File: src/sv/bounded_deque_with_search_unit_assert.svh
// Assertion macros shared by the deque unit RTL.
`ifndef BOUNDED_DEQUE_WITH_SEARCH_UNIT_ASSERT_SVH
`define BOUNDED_DEQUE_WITH_SEARCH_UNIT_ASSERT_SVH

`ifndef SYNTHESIS
// Implication that must hold on every clock edge out of reset.
`define BDQ_ASSERT(lbl, clk, rst, prop, msg) \
  lbl: assert property (@(posedge clk) disable iff (rst) (prop)) else $error(msg);
// Condition that must never be seen out of reset.
`define BDQ_NEVER(lbl, clk, rst, cond, msg) \
  lbl: assert property (@(posedge clk) disable iff (rst) !(cond)) else $error(msg);
`else
`define BDQ_ASSERT(lbl, clk, rst, prop, msg)
`define BDQ_NEVER(lbl, clk, rst, cond, msg)
`endif

`endif

File: src/sv/bdq_pkg.sv
// Shared types and constants of the deque unit.
package bdq_pkg;

  // Default ring depth and cap on the number of words one dump returns.
  localparam int DEPTH_DEF   = 16;
  localparam int MAX_RESULTS = 16;

  // Operation codes.
  localparam logic [2:0] KIND_PUSH_FRONT = 3'd0;
  localparam logic [2:0] KIND_PUSH_BACK  = 3'd1;
  localparam logic [2:0] KIND_POP_FRONT  = 3'd2;
  localparam logic [2:0] KIND_POP_BACK   = 3'd3;
  localparam logic [2:0] KIND_FIND       = 3'd4;
  localparam logic [2:0] KIND_DUMP_FWD   = 3'd5;
  localparam logic [2:0] KIND_DUMP_REV   = 3'd6;

  // Result status codes.
  localparam logic [1:0] ST_OK       = 2'd0;
  localparam logic [1:0] ST_FULL     = 2'd1;
  localparam logic [1:0] ST_EMPTY    = 2'd2;
  localparam logic [1:0] ST_NOTFOUND = 2'd3;

  // What the datapath puts on the result word.
  typedef enum logic [2:0] {
    RES_PLAIN,
    RES_FULL,
    RES_EMPTY,
    RES_POP,
    RES_HIT,
    RES_MISS,
    RES_DUMP
  } res_t;

  // Controller to datapath commands.
  typedef struct packed {
    logic load;
    logic rd_next;
    logic push;
    logic pop;
    logic step;
    logic emit;
    logic last;
    res_t res;
  } cmd_t;

  // Datapath to controller status.
  typedef struct packed {
    logic [2:0] op;
    logic       empty;
    logic       full;
    logic       hit;
    logic       scan_end;
    logic       dump_end;
  } sts_t;

endpackage

File: src/sv/bdq_datapath.sv
// Ring store, pointers, scan index and result word register of the deque unit.
module bdq_datapath #(
  parameter int DEPTH = bdq_pkg::DEPTH_DEF
) (
  input  logic               clk,
  input  logic               rst,
  input  bdq_pkg::cmd_t      cmd,
  output bdq_pkg::sts_t      sts,
  input  logic [2:0]         kind,
  input  logic signed [31:0] value,
  output logic               strobe,
  output logic signed [31:0] data,
  output logic [3:0]         position,
  output logic [4:0]         length,
  output logic [1:0]         status,
  output logic               last
);
  import bdq_pkg::*;

  localparam int IW = $clog2(DEPTH);
  localparam int CW = $clog2(DEPTH + 1);
  localparam logic [CW-1:0] DEPTH_C   = CW'(DEPTH);
  localparam logic [CW:0]   DEPTH_S   = (CW + 1)'(DEPTH);
  localparam logic [IW-1:0] FRONT_MAX = IW'(DEPTH - 1);

  // front + offset, wrapped once around the ring
  function automatic logic [IW-1:0] ring_add(logic [IW-1:0] base, logic [CW-1:0] off);
    logic [CW:0] s;
    s = (CW + 1)'(base) + (CW + 1)'(off);
    if (s >= DEPTH_S) s = s - DEPTH_S;
    return IW'(s);
  endfunction

  logic [31:0]        mem [DEPTH];
  logic [31:0]        rd_data;
  logic [2:0]         op;
  logic signed [31:0] val;
  logic [IW-1:0]      front;
  logic [IW-1:0]      front_next;
  logic [CW-1:0]      count;
  logic [CW-1:0]      count_next;
  logic [CW-1:0]      j;
  logic [CW-1:0]      j_inc;
  logic [CW-1:0]      k;
  logic [CW-1:0]      last_slot;
  logic [CW-1:0]      slot_rd;
  logic [CW-1:0]      slot_cur;
  logic [IW-1:0]      rd_addr;
  logic [IW-1:0]      wr_addr;
  logic [IW-1:0]      front_dec;
  logic [IW-1:0]      front_inc;
  logic               rev;
  logic signed [31:0] data_next;
  logic [3:0]         position_next;
  logic [1:0]         status_next;

  // slot addressing: reverse order for pop back and reverse dump
  always_comb begin
    rev       = (op == KIND_POP_BACK) || (op == KIND_DUMP_REV);
    last_slot = count - 1'b1;
    j_inc     = j + 1'b1;
    k         = cmd.rd_next ? j_inc : j;
    slot_rd   = rev ? (last_slot - k) : k;
    slot_cur  = rev ? (last_slot - j) : j;
    rd_addr   = ring_add(front, slot_rd);
    front_dec = (front == '0) ? FRONT_MAX : (front - 1'b1);
    front_inc = (front == FRONT_MAX) ? '0 : (front + 1'b1);
    wr_addr   = (op == KIND_PUSH_FRONT) ? front_dec : ring_add(front, count);
  end

  // pointer updates
  always_comb begin
    count_next = count;
    front_next = front;
    if (cmd.push) begin
      count_next = count + 1'b1;
      if (op == KIND_PUSH_FRONT) front_next = front_dec;
    end else if (cmd.pop) begin
      count_next = count - 1'b1;
      if (op == KIND_POP_FRONT) front_next = front_inc;
    end
  end

  // status back to the controller
  always_comb begin
    sts.op       = op;
    sts.empty    = (count == '0);
    sts.full     = (count == DEPTH_C);
    sts.hit      = (rd_data == val);
    sts.scan_end = (j_inc == count);
    sts.dump_end = (j_inc == count) || (int'(j_inc) == MAX_RESULTS);
  end

  // ring store: one write port, registered read
  always_ff @(posedge clk) begin
    if (cmd.push) mem[wr_addr] <= val;
    rd_data <= mem[rd_addr];
  end

  // pointers
  always_ff @(posedge clk) begin
    if (rst) begin
      front <= '0;
      count <= '0;
    end else begin
      front <= front_next;
      count <= count_next;
    end
  end

  // operation word and scan index
  always_ff @(posedge clk) begin
    if (cmd.load) begin
      op  <= kind;
      val <= value;
      j   <= '0;
    end else if (cmd.step) begin
      j <= j_inc;
    end
  end

  // result word
  always_ff @(posedge clk) begin
    if (rst) begin
      strobe <= 1'b0;
    end else begin
      strobe <= cmd.emit;
    end
  end

  // result word contents by kind of result
  always_comb begin
    data_next     = '0;
    position_next = '0;
    status_next   = ST_OK;
    case (cmd.res)
      RES_FULL:  status_next = ST_FULL;
      RES_EMPTY: status_next = ST_EMPTY;
      RES_MISS:  status_next = ST_NOTFOUND;
      RES_POP:   data_next   = rd_data;
      RES_HIT: begin
        data_next     = val;
        position_next = 4'(j);
      end
      RES_DUMP: begin
        data_next     = rd_data;
        position_next = 4'(slot_cur);
      end
      default: status_next = ST_OK;
    endcase
  end

  always_ff @(posedge clk) begin
    if (cmd.emit) begin
      length   <= 5'(count_next);
      last     <= cmd.last;
      data     <= data_next;
      position <= position_next;
      status   <= status_next;
    end
  end

endmodule

File: src/sv/bdq_ctrl.sv
// Operation sequencer of the deque unit.
module bdq_ctrl (
  input  logic          clk,
  input  logic          rst,
  input  logic          start,
  output logic          busy,
  input  bdq_pkg::sts_t sts,
  output bdq_pkg::cmd_t cmd
);
  import bdq_pkg::*;

  typedef enum logic [1:0] {
    S_IDLE,
    S_DECODE,
    S_SCAN
  } state_t;

  state_t state;
  state_t state_next;

  // next state and commands
  always_comb begin
    cmd        = '0;
    cmd.res    = RES_PLAIN;
    state_next = state;
    case (state)
      S_IDLE: begin
        if (start) begin
          cmd.load   = 1'b1;
          state_next = S_DECODE;
        end
      end
      S_DECODE: begin
        case (sts.op)
          KIND_PUSH_FRONT, KIND_PUSH_BACK: begin
            cmd.emit   = 1'b1;
            cmd.last   = 1'b1;
            cmd.push   = !sts.full;
            cmd.res    = sts.full ? RES_FULL : RES_PLAIN;
            state_next = S_IDLE;
          end
          KIND_POP_FRONT, KIND_POP_BACK, KIND_DUMP_FWD, KIND_DUMP_REV: begin
            if (sts.empty) begin
              cmd.emit   = 1'b1;
              cmd.last   = 1'b1;
              cmd.res    = RES_EMPTY;
              state_next = S_IDLE;
            end else begin
              state_next = S_SCAN;
            end
          end
          KIND_FIND: begin
            if (sts.empty) begin
              cmd.emit   = 1'b1;
              cmd.last   = 1'b1;
              cmd.res    = RES_MISS;
              state_next = S_IDLE;
            end else begin
              state_next = S_SCAN;
            end
          end
          default: begin
            cmd.emit   = 1'b1;
            cmd.last   = 1'b1;
            state_next = S_IDLE;
          end
        endcase
      end
      S_SCAN: begin
        // read data holds the entry at the scan index; next one is in flight
        cmd.rd_next = 1'b1;
        case (sts.op)
          KIND_POP_FRONT, KIND_POP_BACK: begin
            cmd.pop    = 1'b1;
            cmd.emit   = 1'b1;
            cmd.last   = 1'b1;
            cmd.res    = RES_POP;
            state_next = S_IDLE;
          end
          KIND_FIND: begin
            if (sts.hit) begin
              cmd.emit   = 1'b1;
              cmd.last   = 1'b1;
              cmd.res    = RES_HIT;
              state_next = S_IDLE;
            end else if (sts.scan_end) begin
              cmd.emit   = 1'b1;
              cmd.last   = 1'b1;
              cmd.res    = RES_MISS;
              state_next = S_IDLE;
            end else begin
              cmd.step = 1'b1;
            end
          end
          KIND_DUMP_FWD, KIND_DUMP_REV: begin
            cmd.emit = 1'b1;
            cmd.last = sts.dump_end;
            cmd.res  = RES_DUMP;
            if (sts.dump_end) begin
              state_next = S_IDLE;
            end else begin
              cmd.step = 1'b1;
            end
          end
          default: state_next = S_IDLE;
        endcase
      end
      default: state_next = S_IDLE;
    endcase
  end

  // state and busy flag
  always_ff @(posedge clk) begin
    if (rst) begin
      state <= S_IDLE;
      busy  <= 1'b0;
    end else begin
      state <= state_next;
      busy  <= (state_next != S_IDLE);
    end
  end

endmodule

File: src/sv/bounded_deque_with_search_unit.sv
// Push, pop: request loaded and decoded, result word registered (pop also reads the store).
// Find: one stored entry compared per cycle; an empty store gives its result from decode.
// Dump: n words (n = entries, at most 16), one word per cycle back to back.
// busy falls in the same cycle as the final word comes out, and the next
// operation may be accepted in that cycle.
// Synchronous reset empties the queue; store contents are not cleared.
`include "bounded_deque_with_search_unit_assert.svh"

module bounded_deque_with_search_unit #(
  parameter int DEPTH = bdq_pkg::DEPTH_DEF
) (
  input  logic               clk,
  input  logic               rst,
  input  logic               start,
  output logic               busy,
  input  logic [2:0]         kind,
  input  logic signed [31:0] value,
  output logic               strobe,
  output logic signed [31:0] data,
  output logic [3:0]         position,
  output logic [4:0]         length,
  output logic [1:0]         status,
  output logic               last
);
  import bdq_pkg::*;

  cmd_t cmd;
  sts_t sts;

  // sequencer
  bdq_ctrl u_ctrl (
    .clk   (clk),
    .rst   (rst),
    .start (start),
    .busy  (busy),
    .sts   (sts),
    .cmd   (cmd)
  );

  // store and result word
  bdq_datapath #(
    .DEPTH (DEPTH)
  ) u_datapath (
    .clk      (clk),
    .rst      (rst),
    .cmd      (cmd),
    .sts      (sts),
    .kind     (kind),
    .value    (value),
    .strobe   (strobe),
    .data     (data),
    .position (position),
    .length   (length),
    .status   (status),
    .last     (last)
  );

  // checks
  `BDQ_ASSERT(a_accept_no_word, clk, rst, (start && !busy) |=> (busy && !strobe), "early word")
  `BDQ_NEVER(a_last_while_busy, clk, rst, (strobe && last && busy), "busy after final word")
  `BDQ_ASSERT(a_dump_contiguous, clk, rst, (strobe && !last) |=> strobe, "gap in dump")
  `BDQ_ASSERT(a_word_from_busy, clk, rst, strobe |-> $past(busy), "word without an operation")

endmodule
File: config.mk
export PLATFORM = sky130hd
export DESIGN_NAME = bounded_deque_with_search_unit
export DESIGN_NICKNAME = d
export VERILOG_FILES = /design/src/sv/bdq_pkg.sv /design/src/sv/bdq_datapath.sv /design/src/sv/bdq_ctrl.sv /design/src/sv/bounded_deque_with_search_unit.sv
export VERILOG_INCLUDE_DIRS = /design/src /design/src/sv
export SDC_FILE = /design/constraint.sdc
export NUM_CORES = 1
export LEC_CHECK = 0
export BUFFER_PORTS_ARGS = -buffer_cell sky130_fd_sc_hd__buf_2
export CAP_MARGIN = 10
export CORE_AREA = 8 8 222 224
export DETAILED_ROUTE_END_ITERATION = 16
export DIE_AREA = 0 0 230 232
export PLACE_DENSITY = 0.79
export SLEW_MARGIN = 20
export SYNTH_ARGS = -nofsm -noshare
export SYNTH_HDL_FRONTEND = slang
export SYNTH_SLANG_ARGS = --single-unit
File: constraint.sdc
create_clock -name clk -period 3.9 [get_ports clk]
set_input_delay 0.39 -clock clk [delete_from_list [all_inputs] [get_ports clk]]
set_output_delay 0.39 -clock clk [all_outputs]
set_load 0.01 [all_outputs]
# After elaboration in Yosys (flattened, before gate mapping)
# Memories as Yosys holds them, arrays and structs flattened. A register that Yosys moved wholly into a read port is not among the register bits.
# Cells that the tools add are included.
# totals
regBits	97
ramBits	512
inputBits	38
output_inout_bits	46
elab_cells	111
n_memories	1
# mem_list
name	depth	word_bits	read_ports	rd_clocked_by_memory_dff	write_ports	line	source
u_datapath.mem	16	32	1	1	1	bdq_datapath.sv:34	logic [31:0] mem [DEPTH];
# classes
n_addsub	11
n_lt_le_gt_ge	2
eq_ne	20
muxes	47
reduce_logical	17
# op_table
op	count
32-bit one-hot mux with 2 select lines	1
4-bit two-way mux	10
5-bit two-way mux	8
32-bit equality test	1
3-bit equality test, second input constant	6
5-bit one-hot mux with 3 select lines	1
2-bit two-way mux	7
4-bit by 5-bit adder with 6-bit output	2
3-bit by 2-bit equality test with 1-bit output, second input constant	4
6-bit by 5-bit greater-or-equal comparator with 1-bit output, second input constant	2
1-bit two-way mux	12
2-bit one-hot mux with 3 select lines	2
4-bit by 1-bit subtractor with 4-bit output, second input constant	3
5-bit by 1-bit adder with 5-bit output, second input constant	2
5-bit equality test, second input constant	2
5-bit one-hot mux with 2 select lines	1
3-bit one-hot mux with 3 select lines	1
2-bit one-hot mux with 2 select lines	2
4-bit one-hot mux with 2 select lines	1
2-bit OR reduction	4
3-bit by 1-bit equality test with 1-bit output, second input constant	2
2-bit nonzero test	3
5-bit equality test	1
5-bit zero test	1
17 further kinds	18

# Longest topological paths before layout
# Gate-level depths: netlist (run 1).
# logic_depth
ltp_word	9
depth_mapped	15
depth_no_buf	13

# By module
# From an unflattened synthesis (run 1), not the netlist that was laid out.
# unflattened
cells_unflattened	1284
hier_area_um2	25433.1
# by_module_without_submodules
module	instances	cells_each	area_per_inst_um2
bdq_datapath	1	1224	24967.7
bdq_ctrl	1	60	465.4

# Worst setup path after synthesis (run 1)
# OpenSTA, ideal clock, no wires.
# synth_timing
kind	register to register
startpoint	reg u_datapath.j[1]
endpoint	reg u_datapath.data[0] (enable)
setup_ps	450
arrival_ps	3750
required_time_ps	3450
setup_slack_ps	-300
path_stages_with_launch	9
n_path_buf	1
cell_sequence	dfxtp_1 > ha_1 > clkbuf_1 > nand3_1 > o21ai_0 > o2111ai_1 > o21ai_0 > a21oi_1 > nor2b_1
# synth_rtl
item	line	source
start: declaration	bdq_datapath.sv:42	logic [CW-1:0] j;
start signal: assignment	bdq_datapath.sv:118	j <= j_inc;
end signal: assignment	bdq_datapath.sv:157	data <= data_next;
end: declaration	bdq_datapath.sv:12	output logic signed [31:0] data,

# Worst setup path after layout (run 1)
# layout_timing
startpoint	reg u_ctrl.state[0]
endpoint	reg u_datapath.rd_data[25] (read register of u_datapath.mem)
# layout_via
elab_chain_len	8
# layout_rtl
item	line	source
start: declaration	bdq_ctrl.sv:18	state_t state;
start signal: assignment	bdq_ctrl.sv:118	state <= state_next;
2-bit equality test *	bdq_ctrl.sv:26	case (state)
1-bit two-way mux *	bdq_ctrl.sv:26	
5-bit two-way mux *	bdq_datapath.sv:62	k = cmd.rd_next ? j_inc : j;
5-bit subtractor	bdq_datapath.sv:63	slot_rd = rev ? (last_slot - k) : k;
5-bit two-way mux *	bdq_datapath.sv:63	
4-bit by 5-bit adder with 6-bit output *	bdq_datapath.sv:29	s = (CW + 1)'(base) + (CW + 1)'(off);
6-bit by 5-bit greater-or-equal comparator with 1-bit output / 4-bit by 1-bit subtractor with 4-bit output (equally long branches)	bdq_datapath.sv:30	if (s >= DEPTH_S) s = s - DEPTH_S;
4-bit two-way mux *	bdq_datapath.sv:30	
end: declaration	bdq_datapath.sv:35	logic [31:0] rd_data;
# Every way passes the cells marked *; elsewhere a longest branch is shown, timed or not.
# A chain may end at the register's enable or synchronous reset.

==> metrics.txt, run 1 <==
status=finished, final reports clean; final hold viol count=0; CP startpoint=u_ctrl.state[0]$_SDFF_PP0_; CP Max Fanout=6; setup violators final=0; top-area cell type share of the netlist area=70.4%; Reg area=18,700 um^2; Max Freq=264 MHz; period utilisation layout=97.1%; Avg WL per Cell=28.2 um; Critical Path AT=4.28 ns; Static Leak=0.00974 uW; Max Clock Skew=0.0441 ns; Yosys cell types=66; fin area=29,900 um^2; vias per cell=6.27; Root Buffer=clkbuf_16; Synth warnings=0; Initial Utilization=55.0%; vias in the first global route=13,400; Reg2Reg Launch Point=u_ctrl.state[0]$_SDFF_PP0_; Die X=230 um; relative slew slack=29.7%; Post-synth EDFFs=591; number of DRC violations after detailed routing=0; Reg power frac=50.6%; depth of the CTS H-tree=2; CTS tree=done; sw frac=22.3%; footprint of the multi-input gates=6350 um^2; Comb power frac=9.8%; clock power share=39.6%; Switch Pwr=3480 uW; cell internal pwr=12,200 uW; total CTS buffers=61; drt total wl=58.7 mm; io pins=84; register area share after synthesis=74.3%; share of layout cells above drive strength 1=31.7%; nets=1,490; via count=13,100; diode count=0; min cycle time layout=3.79 ns; Avg Cell Area, Syn=20.7 um^2; Die Y-Extent=232 um; met1 Resource Use GR=28.1%; row count=79; hpwl dp=30.8 mm; grt met2 use=37.6%; Worst VDD drop=0.000620 V; first-pass GRT wire length=85.9 mm; All-Layer GR Usage=21.7%; initial drt markers=1,312; CTS Buffer Depth=3; CP Launch Type=flop; commonest register cell after synthesis=edfxtp_1; core area=45,900 um^2; CTS sink cnt=641; DP Area=27,300 um^2; largest net degree at the start of global routing=33; Yosys top cell by area=edfxtp_1; M3 GR Usage=3.85%; GR peak layer=met2; hold_sp=rst; Die ar.=53,400 um^2; routability cong.=0.849; post-route worst setup slack=0.115 ns; Hold Crit Class=in -> reg; antenna violations before repair=0; Synth area leaders=edfxtp_1 70%, mux4_2 14%, dfxtp_1 4.0%; Mapped Cells=1,218; Worst-Margin Slew=1.05 ns; MaxCap Viol Count=0; Area growth syn-to-layout=18.7%; Worst-path clk slew=0.07 ns; # fillers=2,913; I/O Buffers=83; crit end category=flop; post-synthesis cell area=25,200 um^2; ANT nets after route=0; Place WS=-0.132 ns; CP Class=reg -> reg; fin. max-slew vios=0; Pwr Density=522 nW/um^2; flops & latches, synth=641; Initial DRT Pass Iterations=6; later-pin clock latency in the skew report=0.64 ns; syn nets=1,283; CP Data Required Time=4.40 ns; asr flop ratio synth=0%; total global routing overflow=0
==> state kept, by name, indices dropped and copies added (netlist names) <==
| name | cells |
|---|---|
| u_ctrl.busy | 1 |
| u_ctrl.state | 2 |
| u_datapath.count | 5 |
| u_datapath.data | 32 |
| u_datapath.front | 4 |
| u_datapath.j | 5 |
| u_datapath.last | 1 |
| u_datapath.length | 5 |
| u_datapath.mem | 512 |
| u_datapath.op | 3 |
| u_datapath.position | 4 |
| u_datapath.rd_data | 32 |
| u_datapath.status | 2 |
| u_datapath.strobe | 1 |
| u_datapath.val | 32 |
==> layout by cell type (no fill, tap or decap), drive strengths merged, types with 9 or more instances in the layout <==
cell | synthesis | layout
edfxtp | 591 | 591
dlygate4sd3 | 0 | 35
ha | 23 | 23
xnor2 | 22 | 22
a22o | 32 | 32
nor2 | 32 | 32
buf | 17 | 164
nand2 | 32 | 32
nor3 | 10 | 10
inv | 19 | 22
clkinv | 0 | 21
xor2 | 38 | 38
a21oi | 18 | 18
o21ai | 21 | 21
nand3 | 9 | 9
dfxtp | 50 | 50
clkbuf | 40 | 82
nor2b | 9 | 9
mux4 | 160 | 160
==> per-layer routing <==
metal | vias up | wire (um) | share of wire [%]
li1 | 5443 | - | -
met1 | 6865 | 22400 | 38
met2 | 662 | 30200 | 51
met3 | 97 | 4750 | 8.1
met4 | 0 | 1390 | 2.4
met5 | - | 0 | 0
==> worst max-delay path: stages (launching register included) <==
cell	delay (ns)
dfxtp_2	0.33
inv_1	0.06
ha_2	0.22
xor2_2	0.16
ha_2	0.20
fa_1	0.55
mux2i_2	0.09
fa_4	0.82
bufbuf_16	0.29
buf_4	0.15
mux4_2	0.31
mux4_2	0.49
==> cell families after synthesis <==
family | Yosys count | synth area share [%]
compound gates | 116 | 3.37
xor+xnor | 60 | 2.14
fa+ha+maj | 27 | 1.46
buf+inv | 76 | 1.31
flops | 641 | 74.3
mux | 171 | 14.8
simple gates | 127 | 2.61
==> power groups by stage <==
| stage | combinational (uW) | sequential, uW | clock, uW |
|---|---|---|---|
| after floorplan | 931 | 8000 | 0 |
| after global placement | 1440 | 8030 | 0 |
| after detailed placement | 1470 | 8030 | 0 |
| after CTS | 1540 | 7900 | 6260 |
| after global routing | 1630 | 7920 | 6530 |
| final | 1540 | 7910 | 6200 |
==> Yosys cell counts, types with 2 or more instances <==
cell type,instances
o21ai_0,21
nor3_2,2
a22oi_1,5
o2111ai_1,2
o211a_1,2
nor3_1,7
nor3b_1,6
nand2b_1,6
xnor2_2,2
clkbuf_1,40
edfxtp_1,591
a21o_1,2
o211ai_1,6
a21boi_0,3
fa_1,4
nand2_1,32
a22o_1,32
o21a_1,3
buf_6,4
or2_2,2
a211oi_1,2
mux2i_1,8
nor2b_1,9
dfxtp_1,50
a2111oi_0,2
a21oi_1,18
a31oi_1,2
buf_2,13
xor2_1,38
mux2_2,3
nand3_1,9
nand4_1,4
xnor2_1,20
nor2_1,31
ha_1,23
inv_1,19
nor4_1,8
mux4_1,2
mux4_2,158
==> timing repair <==
| action | CTS | global route |
|---|---|---|
| gates cloned | 1 | 1 |
| hold buffers | 35 | 0 |
| hold endpoints to repair | 35 | 0 |
| setup endpoints to repair | 29 | 26 |
| pin swaps | 2 | 2 |
| setup buffers | 4 | 1 |
| gates resized for setup | 2 | 3 |
==> path summary, 6_finish.rpt <==
| path | slack (ns) | cells past startpoint | end |
|---|---|---|---|
| min reg2reg | 0.54 | 2 | u_datapath.j[4]$_SDFFE_PP0P_ |
| max reg2reg | 0.11 | 11 | u_datapath.rd_data[25]$_DFF_P_ |
| max | 0.11 | 11 | u_datapath.rd_data[25]$_DFF_P_ |
| min | 0.11 | 2 | u_datapath.count[2]$_SDFF_PP0_ |
==> stage by stage <==
step	util (%)	setup TNS, ns	hold WS, ns	instances	total power, uW
2_1_floorplan	-	-0.426	0.479	1218	8930
3_3_place_gp	59.6	-0.941	0.517	1927	9460
3_5_place_dp	59.6	-2.46	0.529	1927	9500
4_1_cts	65.2	0	0.0859	2082	15700
5_1_grt	65.3	-0.00361	0.0990	2084	16100
6_report	65.3	0	0.113	2084	15600
==> layout make-up <==
class	instances	area share, %
Clock buffer	81	5.72
Clock inverter	34	1.50
Inverter	19	0.238
Multi-Input combinational cell	501	21.2
Sequential cell	641	62.6
Tap cell	607	2.54
Timing Repair Buffer	201	6.20
(Power assumes the default switching activity.)
==> run 2: changes to the inputs <==
- clock period: 3.9 -> 3.4 ns (I/O delays scaled with it)
==> run 2 against run 1 <==
Effect of this change: the flow now finishes with violations (setup timing); sequential share of layout area shrank 1.1 points; sequential power is 14% higher; first-iteration DRC count increased by 34%; die area unchanged; wire length grew 12%; final cell count grew 2.5%; global-route usage increased by 2.4 points; power increased by 15%; sequential cell count stayed put; core utilization grew 1.1 points; combinational power up 31%; largest cell class unchanged.
==> metrics.txt, run 2 (synthesis gave the netlist of run 1 again) <==
Die X=230 um; Die Y-Extent=232 um; Worst Reg-to-Reg Cells=11; fin cells=2,137; relative slew slack=43.4%; Max Freq=268 MHz; Max Clock Skew=0.0222 ns; CTS tree=done; Hold Crit Class=in -> reg; RSZ-0062 raised after global routing=yes; CP startpoint=u_ctrl.state[0]$_SDFF_PP0_; core area=45,900 um^2; Worst-Margin Slew=0.842 ns; min cycle time layout=3.74 ns; I/O Buffers=83; All-Layer GR Usage=24.2%; vias in the first global route=14,100; diode count=0; Pwr Density=592 nW/um^2; Area growth syn-to-layout=20.8%; reg2reg setup slack=-0.34 ns; Critical Path End=u_datapath.rd_data[16]$_DFF_P_; setup violators final=32; total CTS buffers=61; number of DRC violations after detailed routing=0; period utilisation layout=110%; ANT nets after route=0; CP Class=reg -> reg; Die ar.=53,400 um^2; status=complete, but fails checks; nets=1,544; CP Launch Type=flop; # fillers=2,789; vias per cell=6.45; Comb power frac=11.2%; hpwl dp=33.4 mm; Largest Register=u_datapath.mem; Total Power=18,100 uW; row count=79; cell internal pwr=13,800 uW; Initial Utilization=55.0%; io pins=84; CTS sink cnt=641; via count=13,800; Root Buffer=clkbuf_16; routability cong.=0.861; fin area=30,500 um^2; Reg power frac=49.9%; Static Leak=0.0100 uW; commonest non-fill, non-tap cell in the layout=edfxtp_1; CTS Buffer Depth=3; Critical Path AT=4.23 ns; CP Data Required Time=3.89 ns; setup TNS=-8.88 ns; MaxCap Viol Count=0; sw frac=23.5%; Switch Pwr=4240 uW; CP Max Fanout=23; Reg2Reg Launch Point=u_ctrl.state[0]$_SDFF_PP0_; first-pass GRT wire length=94.0 mm; post-route worst setup slack=-0.335 ns; most frequent cells in the layout=591 x edfxtp_1, 160 x mux4_2, 85 x buf_4; max reg flops=512; total global routing overflow=0; final hold viol count=0; failing checks=setup timing; fin. max-slew vios=0; initial drt markers=1,753; placed cells=1,968; clock power share=38.9%; DP Area=27,800 um^2; Avg WL per Cell=30.9 um; Worst VDD drop=0.000513 V; share of layout cells above drive strength 1=34.4%; drt total wl=66.0 mm; Initial DRT Pass Iterations=5; later-pin clock latency in the skew report=0.64 ns; Place WS=-0.352 ns; antenna violations before repair=0; depth of the CTS H-tree=2; Worst-path clk slew=0.07 ns; Critical R2R Capture=u_datapath.rd_data[16]$_DFF_P_; crit end category=flop; largest net degree at the start of global routing=37
[run 2: how the worst min path moves through the flow]
stage | start | end | cells past startpoint
3_5_place_dp | u_datapath.val[0]$_DFFE_PP_ | u_datapath.mem[4][0]$_DFFE_PP_ | 0
6_report | rst | u_datapath.front[2]$_SDFFE_PP0P_ | 2
3_3_place_gp | u_datapath.val[0]$_DFFE_PP_ | u_datapath.mem[4][0]$_DFFE_PP_ | 0
4_1_cts | rst | u_datapath.front[3]$_SDFFE_PP0P_ | 2
5_1_grt | rst | u_datapath.front[3]$_SDFFE_PP0P_ | 2
2_1_floorplan | kind[0] | u_datapath.op[0]$_DFFE_PP_ | 0
[run 2: layout make-up]
type | instances | area (um^2) | share of cell area (%)
flip-flops and latches | 641 | 18800 | 61.5
multi-input cells | 501 | 6370 | 20.9
repair buffers | 255 | 2470 | 8.09
clock buffers | 75 | 1630 | 5.35
well taps | 607 | 759 | 2.49
clock inverters | 39 | 420 | 1.38
inverters | 19 | 71.3 | 0.234
[run 2: per-stage QoR]
stage	util (%)	hold WS [ns]
after floorplan	-	0.439
after global placement	60.5	0.497
after detailed placement	60.5	0.495
after CTS	66.2	0.0348
after global routing	66.4	0.0638
final	66.4	0.0567
[run 2: repair_timing]
action                                  CTS  global route
pin swaps                                 1             0
endpoints found under the setup margin   32            32
buffers inserted                         10             5
hold buffers                             35             0
resized for setup                         6             9
endpoints found under the hold margin    35             0
cloned                                    2             3
[run 2: routing by layer]
metal | wire length [um] | vias to the layer above | GRT usage, % | share of wire [%]
li1 | - | 5550 | - | -
met1 | 23900 | 7101 | 30.5 | 36
met2 | 33100 | 938 | 40.6 | 50
met3 | 5900 | 184 | 5.18 | 8.9
met4 | 3070 | 0 | 9.88 | 4.7
met5 | 0 | - | 0 | 0
[run 2: power by group through the flow]
| stage | logic [uW] | clock network (uW) | registers, uW |
|---|---|---|---|
| after CTS | 1940 | 7010 | 9000 |
| after floorplan | 1080 | 0 | 9180 |
| after global placement | 1760 | 0 | 9150 |
| after detailed placement | 1810 | 0 | 9150 |
| after global routing | 2110 | 7340 | 9020 |
| final | 2020 | 7020 | 9010 |
[run 2: critical path, stage by stage, from the launching register on]
cell	delay, ns
dfxtp_2	0.32
inv_2	0.07
ha_4	0.16
mux2i_2	0.24
inv_1	0.09
fa_1	0.57
mux2i_2	0.10
fa_4	0.83
buf_12	0.17
buf_16	0.19
mux4_2	0.33
mux4_2	0.49
